## src/rtl/ism_mod_unit.sv

```systemverilog
`default_nettype none

// truncated remainder, one restoring step per cycle
module ism_mod_unit #(
    parameter int WIDTH = 32
) (
    input  wire logic             clk,
    input  wire logic             rst_n,
    input  wire logic             start,
    input  wire logic [WIDTH-1:0] dividend,
    input  wire logic [WIDTH-1:0] divisor,
    output logic                  done,
    output logic      [WIDTH-1:0] remainder
);

    localparam int CW = $clog2(WIDTH);

    logic             run_reg, run_next;
    logic             done_reg, done_next;
    logic [CW-1:0]    cnt_reg, cnt_next;
    logic [WIDTH:0]   rem_reg, rem_next;
    logic [WIDTH-1:0] quo_reg, quo_next;
    logic [WIDTH-1:0] den_reg, den_next;
    logic             neg_reg, neg_next;

    logic [WIDTH:0]   shifted;
    logic [WIDTH:0]   diff;

    assign shifted = {rem_reg[WIDTH-1:0], quo_reg[WIDTH-1]};
    assign diff    = shifted - {1'b0, den_reg};

    always_comb
    begin
        run_next  = run_reg;
        done_next = 1'b0;
        cnt_next  = cnt_reg;
        rem_next  = rem_reg;
        quo_next  = quo_reg;
        den_next  = den_reg;
        neg_next  = neg_reg;
        if (start)
        begin
            run_next = 1'b1;
            cnt_next = '0;
            rem_next = '0;
            quo_next = dividend[WIDTH-1] ? (~dividend + 1'b1) : dividend;
            den_next = divisor[WIDTH-1] ? (~divisor + 1'b1) : divisor;
            neg_next = dividend[WIDTH-1];
        end
        else if (run_reg)
        begin
            rem_next = diff[WIDTH] ? shifted : diff;
            quo_next = {quo_reg[WIDTH-2:0], 1'b0};
            cnt_next = cnt_reg + 1'b1;
            if (cnt_reg == CW'(WIDTH - 1))
            begin
                run_next  = 1'b0;
                done_next = 1'b1;
            end
        end
    end

    always_ff @(posedge clk or negedge rst_n)
    begin
        if (!rst_n)
        begin
            run_reg  <= 1'b0;
            done_reg <= 1'b0;
        end
        else
        begin
            run_reg  <= run_next;
            done_reg <= done_next;
        end
    end

    always_ff @(posedge clk)
    begin
        cnt_reg <= cnt_next;
        rem_reg <= rem_next;
        quo_reg <= quo_next;
        den_reg <= den_next;
        neg_reg <= neg_next;
    end

    assign done      = done_reg;
    assign remainder = neg_reg ? (~rem_reg[WIDTH-1:0] + 1'b1) : rem_reg[WIDTH-1:0];

endmodule

`default_nettype wire

```

## config.mk

```make
export PLATFORM = sky130hd
export DESIGN_NAME = ism_mod_unit
export DESIGN_NICKNAME = d
export VERILOG_FILES = /design/src/rtl/ism_mod_unit.sv
export SDC_FILE = /design/constraint.sdc
export NUM_CORES = 1
export LEC_CHECK = 0
export ABC_AREA = 0
export BUFFER_PORTS_ARGS = -buffer_cell sky130_fd_sc_hd__buf_2
export CAP_MARGIN = 5
export CORE_UTILIZATION = 40
export CTS_CLUSTER_SIZE = 14
export DETAILED_ROUTE_END_ITERATION = 10
export PLACE_DENSITY = 0.67
export SYNTH_ARGS = -nofsm -noshare
export SYNTH_HDL_FRONTEND = slang
export SYNTH_SLANG_ARGS = --single-unit
```

## constraint.sdc

```tcl
create_clock -name clk -period 4.1 [get_ports clk]
set_input_delay 1.025 -clock clk [delete_from_list [all_inputs] [get_ports clk]]
set_output_delay 1.025 -clock clk [all_outputs]
set_load 0.02 [all_outputs]
```

# Word-level counts from Yosys, hierarchy flattened
# Cells that the tools add are included.
dict set report word_totals {
  regBits 104
  input_bits 67
  out_inout_bits 33
  word_cells 30
}
dict set report op_classes {
  n_addsub 5
  eq_ne 1
  muxes 12
  n_bitwise 3
  reduce_logical 1
}
# op n
set ops {}
lappend ops {{32-bit two-way mux} 5}
lappend ops {{32-bit by 1-bit adder with 32-bit output, second input constant} 3}
lappend ops {{32-bit inverter} 3}
lappend ops {{33-bit by 32-bit subtractor with 33-bit output} 1}
lappend ops {{31-bit two-way mux} 1}
lappend ops {{1-bit two-way mux} 6}
lappend ops {{5-bit by 1-bit adder with 5-bit output, second input constant} 1}
lappend ops {{5-bit == test, second input constant} 1}
lappend ops {{2-bit nonzero test} 1}

# Logic depth before layout (Yosys ltp)
# Gate-level depths: netlist of run 1.
dict set report depth {
  ltp_word 4
  depth_mapped 12
  ltp_nobuf 11
}

# Worst setup path before layout of run 1
# Ideal clock, no wire load.
dict set report synth_path {
  path_type {reg-to-output}
  start {reg rem_reg[6]}
  end {out remainder[29]}
  t_arrival_ns 3.160
  required_time_ns 3.075
  path_slack_ns -0.085
  stages_incl_launch_ff 9
  path_buffers 0
  path_cell_list {dfxtp_1 > or4_4 > or4_4 > or2_1 > or4_4 > or3_4 > or3_4 > o31ai_4 > xnor2_1}
}
dict set report synth_via {
  elab_chain_len 3
}
# element line
set synth_rtl {}
lappend synth_rtl {{start, declared} 21} ;# logic [WIDTH:0] rem_reg, rem_next;
lappend synth_rtl {{start signal, assigned} 80} ;# rem_reg <= rem_next;
lappend synth_rtl {{32-bit inverter} 87} ;# assign remainder = neg_reg ? (~rem_reg[WIDTH-1:0] + 1'b1) : rem_reg[WIDTH-1:0];
lappend synth_rtl {{32-bit by 1-bit adder with 32-bit output} 87}
lappend synth_rtl {{32-bit two-way mux} 87}
lappend synth_rtl {{end, declared} 13} ;# output logic [WIDTH-1:0] remainder
# Every way passes these cells.

# Worst setup path in the final report of run 1
# Same ends and word-level chain as after synthesis.

==> results of run 1 <==
## logic make-up after synthesis
| group | synth area share [%] |
|---|---|
| compound gates | 20.5 |
| simple gates | 20.7 |
| buf+inv | 4.44 |
| fa+ha+maj | 6.18 |
| flops | 35.1 |
| mux | 0.769 |
| xor+xnor | 12.3 |
## stage by stage
step / TNS, ps / cells / hold slack, ps / setup WS [ps]
floorplan: -19.0 / 914 / 467 / -9.52
global placement: -437 / 1257 / 480 / -138
detailed placement: -520 / 1257 / 493 / -163
CTS: -3420 / 1276 / 448 / -510
global route: -4560 / 1278 / 450 / -598
finish: -3540 / 1278 / 459 / -510
## layout make-up
class / count / share of cell area, %
multi-input combinational: 719 / 52.3
clock buffer: 10 / 2.49
clock inverter: 6 / 1.44
timing repair buffer: 131 / 8.47
sequential: 104 / 29.8
inverter: 48 / 1.96
tap: 260 / 3.54
## worst paths after layout
kind	end	slack, ps	startpoint	cells past startpoint
worst max-delay path	remainder[29]	-510	rem_reg[6]	9
worst min-delay path	run_reg	460	rst_n	1
min in group clk	cnt_reg[4]	510	cnt_reg[4]	2
max in group asynchronous	run_reg	3520	rst_n	1
worst max register to register	rem_reg[2]	400	den_reg[0]	11
worst min register to register	cnt_reg[4]	510	cnt_reg[4]	2
## metal layers
layer / track usage, % / up-vias / share of wire [%]
met3: 3.07 / 15 / 6.1
met2: 28.8 / 194 / 45
li1: - / 3552 / -
met4: 5.77 / 0 / 1.5
met5: 0 / - / 0
met1: 25.6 / 3083 / 48
## placed cells by master, fill, tap and decap left out, drive strengths merged, types with 11 or more instances in the layout
cell type  Yosys  layout
o21ai         44      44
edfxtp        65      65
nand2        106     106
a21oi         69      69
nor3          17      17
o31ai         26      26
a21o          13      13
ha            37      37
xor2          37      37
xnor2         73      73
o41ai         11      11
nand3         17      17
inv           48      48
or3           24      24
dfxtp         37      37
nand2b        12      12
nor2          84      84
buf            3     131
a311oi        24      24
## power breakdown
group / internal [mW] / switching [mW] / leakage [nW] / total (mW)
Clock: 0.658 / 0.380 / 0.174 / 1.04
Combinational: 0.254 / 0.336 / 2.69 / 0.589
Sequential: 1.20 / 0.0269 / 0.973 / 1.23
## worst reg2reg max path: stages, from the launching register on
cell	delay (ps)
edfxtp_1	420
ha_1	230
fa_1	380
nand2b_1	200
a21oi_1	300
o21a_1	230
o311ai_1	220
a21bo_1	340
xnor2_2	620
buf_4	320
nand3_1	90
a311oi_1	260
## what timing repair did
action,4_1_cts,5_1_grt
endpoints found under the setup margin,10,11
buffers inserted,3,2
resized for setup,15,8
hold buffers,0,0
pin swaps,3,2
==> results.toml, run 1 <==
[layout]
num-fill-cells = 1868
multi_input_area_mm2 = 0.00481
fin_util_pct = 48.7
drive_above_1_share_pct = 17.4
postLayoutCellArea_mm2 = 0.00920
area.growth.synth_to_final_pct = 17.8
diodes = 0
regArea_mm2 = 0.00275
nets = 1118

[die]
row_count = 50
start_util_pct = 41.4
die-area_mm2 = 0.0201
coreArea_mm2 = 0.0189
io_pins = 100
die_w_um = 142
die_height_um = 142

[worst_setup_path]
path_buf_inv = 1
arrival_ps = 3580
startpoint_type = "flip-flop"
critical_path_class = "flip-flop to output pin"
cp_cell_sequence = "or4_4, or4_4, or2_4, or4_4, or3_4, or3_4, o31ai_4, xnor2_2, buf_4"
endpoint_kind = "output pin"
required_ps = 3070
critical-path-max-stage-delay_ps = 530
critPathSlowestCell = "or4_4"
critPathTopFamily = "simple AND/OR/NAND/NOR gates"
path_max_fanout = 3
cp_common_cell = "or4_4"

[detailed_routing]
routed_via_density = 5.36
drc = 0
ant_nets = 0
drtIter0Drc = 526
vias = 6844
wl_per_cell_um = 14.4
dr.pass1.iters = 5
wl_mm = 18.4

[grt]
grt_use_total_pct = 18.3
grt_pass1_wl_mm = 29.4
antenna_found_initial = 0
grt_max_degree = 84
grt_overflow = 0
grt_pass1_vias = 6076

[outcome]
violations = "negative setup slack"
status = "complete, but fails checks"

[clocking]
cts_max_level = 3
clk_pin_slew_ps = 70
clk_path_buf_depth = 2
numCtsBuffers = 9
cts_num_sinks = 104
cts_root_buffer = "clkbuf_16"
clk_latency_ps = 350
cts_tree = "yes"

[timing]
fmax_mhz = 217
setup_viol = 10
grt_setup_unrepaired = "yes"
max_slew_margin_pct = 47.5
setup_slack_ps = -510
tightest_slew_ps = 788
period_needed_ps = 4610
fin_crit_sh_pct = 112
maxSlewViolCount = 0
skew_ps = 6.25
finalHoldViolCount = 0

[synthesis]
seq_area_frac_synth_pct = 35.1
ys_ff_latch = 104
netlist_instances = 914
synth.area.top_cells = "edfxtp_1 (25%), dfxtp_1 (9.5%), xnor2_1 (8.2%)"
yosysTopAreaCell = "edfxtp_1"
synth_common_cells = "nand2_1 (106), nor2_1 (84), xnor2_1 (73)"
synth_edf_count = 65
yosys.cell_types.count = 69
synth_ff_type = "edfxtp_1"
synthArstFlopShare_pct = 1.92
synth_most_common_cell = "nand2_1"
syn_nets = 1019
syn_area_mm2 = 0.00781
syn_area_per_cell_um2 = 8.55
synth_warnings = 0
synth_top_area_share_pct = 25.0

[flow_run]
drv_cap = 0

[place]
io_buffers = 99
gp_congestion = 0.883
place_area_mm2 = 0.00872
hpwl_mm = 13.8

[power]
leakagePower_nw = 3.84
p_per_area_mw_per_mm2 = 310
max-vdd-ir-drop_mv = 0.183
power.total_mw = 2.86

[worst_hold_path]
min_path_type = "primary input to asynchronous set/reset pin"
Power figures use the tool's default switching activity.
==> inputs of run 2 (changes only) <==
--- a/config.mk
+++ b/config.mk
@@ -13,4 +13,5 @@
 export DETAILED_ROUTE_END_ITERATION = 10
 export PLACE_DENSITY = 0.67
+export RECOVER_POWER = 100
 export SYNTH_ARGS = -nofsm -noshare
 export SYNTH_HDL_FRONTEND = slang
==> constraint.sdc (replaced) <==
create_clock -name clk -period 4.1 [get_ports clk]
set_input_delay 0.82 -clock clk [delete_from_list [all_inputs] [get_ports clk]]
set_output_delay 0.82 -clock clk [all_outputs]
set_load 0.02 [all_outputs]
==> run 2 against run 1 <==
  * The flow finishes with violations (max-capacitance violations, max-slew violations, negative setup slack)
  * Final cell count down 0.63%
  * Setup slack better by 220 ps
  * Total power down 0.64%
  * Die area unchanged
  * Count of clock-buffer cells in the layout down 1
  * Critical path depth unchanged
  * Hold slack worse by 220 ps
  * Register-to-register slack got worse by 140 ps
  * Largest power group unchanged
  * Highest routed layer unchanged
==> results.toml, run 2 (synthesis gave the netlist of run 1 again) <==
[worst_setup_path]
arrival_ps = 3570
required_ps = 3280
critical-path-max-stage-delay_ps = 530
endpoint_kind = "output pin"
r2r_cells = 10
path_max_fanout = 3
critPathSlowestCell = "or4_4"
cp_cell_sequence = "or4_4, or4_4, or2_4, or4_4, or3_4, or3_4, o31ai_4, xnor2_1, buf_4"
critical_path_class = "flip-flop to output pin"
cp_common_cell = "or4_4"
startpoint_type = "flip-flop"

[power]
p_clk_share_pct = 36.5
netSwitchingPower_mw = 0.745
power.total_mw = 2.84
p_seq_share_pct = 43.5
p_comb_share_pct = 20.0
p_per_area_mw_per_mm2 = 314
p_int_mw = 2.09
switching_share_pct = 26.3
leakagePower_nw = 3.65
max-vdd-ir-drop_mv = 0.216

[clocking]
clk_pin_slew_ps = 70
cts_tree = "yes"
cts_root_buffer = "clkbuf_16"
holdBufCountCts = 0
clk_latency_ps = 360
cts_num_sinks = 104
clk_path_buf_depth = 2
cts_max_level = 3
numCtsBuffers = 9

[detailed_routing]
routed_via_density = 5.40
wl_mm = 18.3
drtIter0Drc = 470
vias = 6859
ant_nets = 0
drc = 0
dr.pass1.iters = 5
wl_per_cell_um = 14.4

[layout]
nets = 1110
final_cell_mix = "nand2_1 (106), nor2_1 (84), xnor2_1 (71), a21oi_1 (69), edfxtp_1 (65)"
final_cell_count_no_fill = 1270
drive_above_1_share_pct = 13.4
final_common_cell = "nand2_1"
area.growth.synth_to_final_pct = 15.6
diodes = 0

[grt]
grt_max_degree = 65
grt_pass1_wl_mm = 29.8
grt_overflow = 0
antenna_found_initial = 0
grt_pass1_vias = 6061
grt_use_total_pct = 18.6

[timing]
setup_slack_ps = -291
tightest_slew_ps = 2080
maxSlewViolCount = 47
skew_ps = 5.85
period_needed_ps = 4390
grt_setup_unrepaired = "yes"
fin_crit_sh_pct = 107
fmax_mhz = 228
setup_viol = 7
finalHoldViolCount = 0
max_slew_margin_pct = -38.5

[outcome]
violations = "max-capacitance violations, max-slew violations, negative setup slack"
status = "complete, but fails checks"

[place]
gp_congestion = 0.898
place_inst = 1248
io_buffers = 99
hpwl_mm = 13.7

[die]
die-area_mm2 = 0.0201
coreArea_mm2 = 0.0189
start_util_pct = 41.4
die_w_um = 142
io_pins = 100
row_count = 50
die_height_um = 142

[flow_run]
drv_cap = 1

[worst_hold_path]
min_path_type = "primary input to asynchronous set/reset pin"
[run 2: critical path: cells and delay by family (launching register included)]
kind	cells	cell delay (ps)
buffers and inverters	1	170
AO/OA/AOI/OAI	1	190
AND/OR/NAND/NOR	6	2400
flip-flops	1	320
XOR/XNOR	1	140
[run 2: through the flow]
step / TNS (ps) / cell area (um^2) / setup WS (ps) / hold WS (ps) / utilization [%]
after floorplan: 0 / 7810 / 120 / 467 / -
after global placement: 0 / 8630 / 62.6 / 482 / 45.7
after detailed placement: 0 / 8630 / 34.2 / 505 / 45.7
after CTS: -1580 / 9050 / -312 / 231 / 47.9
after global routing: -2160 / 9030 / -373 / 249 / 47.8
final: -1310 / 9030 / -291 / 239 / 47.8
[run 2: layout make-up]
| class | instances | area, um^2 |
|---|---|---|
| Multi-Input combinational cell | 719 | 4780 |
| Timing Repair Buffer | 123 | 646 |
| Clock inverter | 7 | 134 |
| Clock buffer | 9 | 225 |
| Inverter | 48 | 180 |
| Sequential cell | 104 | 2750 |
| Tap cell | 260 | 325 |
| Fill cell | 1896 | 9860 |
[run 2: repair_timing]
action	4_1_cts	5_1_grt
resized for setup	10	9
pin swaps	5	7
setup endpoints to repair	8	10
buffers inserted	4	2
cloned	0	0
[run 2: worst paths after layout]
check                           slack, ps        from       endpoint
worst max-delay path                 -290  rem_reg[6]  remainder[29]
worst min-delay path                  240       rst_n        run_reg
worst max register to register        260  rem_reg[4]    rem_reg[11]
worst min register to register        520  cnt_reg[3]     cnt_reg[3]
max in group asynchronous            3730       rst_n        run_reg
min in group clk                      520  cnt_reg[3]     cnt_reg[3]
[run 2: routing by layer]
metal / wire [um] / vias up / part of all wire, % / global-route usage (%)
li1: - / 3519 / - / -
met2: 7830 / 195 / 43 / 28.9
met1: 9220 / 3120 / 50 / 26.3
met5: 0 / - / 0 / 0
met3: 960 / 25 / 5.2 / 2.73
met4: 332 / 0 / 1.8 / 6.17
[run 2: power by group through the flow]
stage / Sequential, mW / Clock (mW) / Combinational (mW)
detailed placement: 1.26 / 0 / 0.544
floorplan: 1.24 / 0 / 0.385
global placement: 1.25 / 0 / 0.540
finish: 1.23 / 1.04 / 0.567
CTS: 1.23 / 1.06 / 0.562
global route: 1.24 / 1.10 / 0.627
==> inputs of run 3 (changes only) <==
- CTS_BUF_LIST: default -> sky130_fd_sc_hd__clkbuf_8
- MAX_ROUTING_LAYER: default -> met4
==> run 3 against run 2 <==
  * The run still ends with max-capacitance violations, max-slew violations, negative setup slack left
  * Non-clock buffer count down 1
  * Sequential share of layout area grew 0.42 points
  * Largest cell class unchanged
  * Setup slack lost 53 ps
  * Highest routed layer unchanged
  * Total power fell by 7.6%
  * Hold slack lost 43 ps
  * Final area is 1.4% lower
  * Register-to-register slack hardly changed
  * Sequential power about the same
==> results.toml, run 3 (synthesis gave the netlist of run 1 again) <==
[layout]
final_cell_count_no_fill = 1269
drive_above_1_share_pct = 13.4
diodes = 0
area.growth.synth_to_final_pct = 14.0
nets = 1109
final_common_cell = "nand2_1"
final_cell_mix = "nand2_1 (106), nor2_1 (84), xnor2_1 (71), a21oi_1 (69), edfxtp_1 (65)"

[die]
row_count = 50
coreArea_mm2 = 0.0189
io_pins = 100
start_util_pct = 41.4
die_w_um = 142
die-area_mm2 = 0.0201
die_height_um = 142

[power]
p_per_area_mw_per_mm2 = 294
max-vdd-ir-drop_mv = 0.188
leakagePower_nw = 3.61

[detailed_routing]
wl_per_cell_um = 14.3
dr.pass1.iters = 5
wl_mm = 18.2
vias = 6800
drc = 0
ant_nets = 0
drtIter0Drc = 444
routed_via_density = 5.36

[place]
gp_congestion = 0.913
io_buffers = 99
place_ws_ps = 34.2
place_inst = 1248
hpwl_mm = 13.7

[clocking]
numCtsBuffers = 9
cts_max_level = 3
cts_num_sinks = 104
clk_latency_ps = 390
clk_path_buf_depth = 2
cts_tree = "yes"
cts_root_buffer = "clkbuf_8"
holdBufCountCts = 0
clk_pin_slew_ps = 100

[worst_setup_path]
startpoint_type = "flip-flop"
endpoint_kind = "output pin"
path_max_fanout = 3
critical_path_class = "flip-flop to output pin"
r2r_cells = 10
required_ps = 3280
arrival_ps = 3620

[grt]
antenna_found_initial = 0
grt_pass1_vias = 6006
grt_use_total_pct = 18.9
grt_pass1_wl_mm = 29.4
use_met1_pct = 26.2
grt_overflow = 0
grtUsageMet2_pct = 28.4
grt_max_degree = 65
busiest_layer = "met2"
met3_usage_pct = 2.70

[timing]
fmax_mhz = 225
tightest_slew_ps = 1980
grt_setup_unrepaired = "yes"
max_slew_margin_pct = -32.2
maxSlewViolCount = 47
setup_viol = 7
skew_ps = 9.31
finalHoldViolCount = 0
period_needed_ps = 4440
setup_slack_ps = -344
finalSetupTns_ps = -1810
fin_crit_sh_pct = 108
fin_hold_ws_ps = 196

[outcome]
violations = "max-capacitance violations, max-slew violations, negative setup slack"
status = "complete, but fails checks"

[flow_run]
drv_cap = 1

[worst_hold_path]
min_path_type = "primary input to asynchronous set/reset pin"
==> run 3: layout make-up <==
| cell class | count | area [um^2] |
|---|---|---|
| timing repair buffer | 122 | 637 |
| inverter | 48 | 180 |
| tap | 260 | 325 |
| fill | 1913 | 9980 |
| multi-input combinational | 719 | 4760 |
| sequential | 104 | 2750 |
| clock inverter | 7 | 134 |
| clock buffer | 9 | 124 |
==> run 3: report_power, final <==
| group | total [mW] | leakage (nW) | internal (mW) | switching, mW |
|---|---|---|---|---|
| Clock | 0.829 | 0.131 | 0.463 | 0.366 |
| Sequential | 1.23 | 0.973 | 1.20 | 0.0313 |
| Combinational | 0.561 | 2.50 | 0.233 | 0.328 |
| Total | 2.62 | 3.61 | 1.90 | 0.726 |
==> run 3: metal layers <==
metal | up-vias | wire length, um
met3 | 19 | 1010
met5 | - | 0
met2 | 174 | 7850
met1 | 3088 | 9050
met4 | 0 | 292
li1 | 3519 | -
==> run 3: critical path, cell delays in order (launching register included) <==
cell     delay (ps)
dfxtp_2         330
or4_4           520
or4_4           440
or2_4           270
or4_4           430
or3_4           350
or3_4           380
o31ai_4         190
xnor2_1         150
buf_4           170
==> run 3: metrics by stage <==
stage                     total power, mW  util (%)  area, um^2
after floorplan                      1.63         -        7810
after global placement               1.79      45.7        8630
after detailed placement             1.80      45.7        8630
after CTS                            2.63      47.3        8930
after global routing                 2.75      47.2        8910
final                                2.62      47.2        8910
==> run 3: timing repair <==
action,in CTS,in global routing
resized for setup,7,10
pin swaps,1,5
buffers inserted,3,2
endpoints found under the hold margin,0,0
endpoints found under the setup margin,8,10
==> run 3: final timing paths <==
check	startpoint	endpoint	slack [ps]
worst max-delay path	rem_reg[6]	remainder[29]	-340
worst min-delay path	rst_n	run_reg	200
worst max register to register	rem_reg[4]	rem_reg[11]	260
worst min register to register	cnt_reg[3]	cnt_reg[3]	520
max in group asynchronous	rst_n	run_reg	3770
min in group clk	cnt_reg[3]	cnt_reg[3]	520
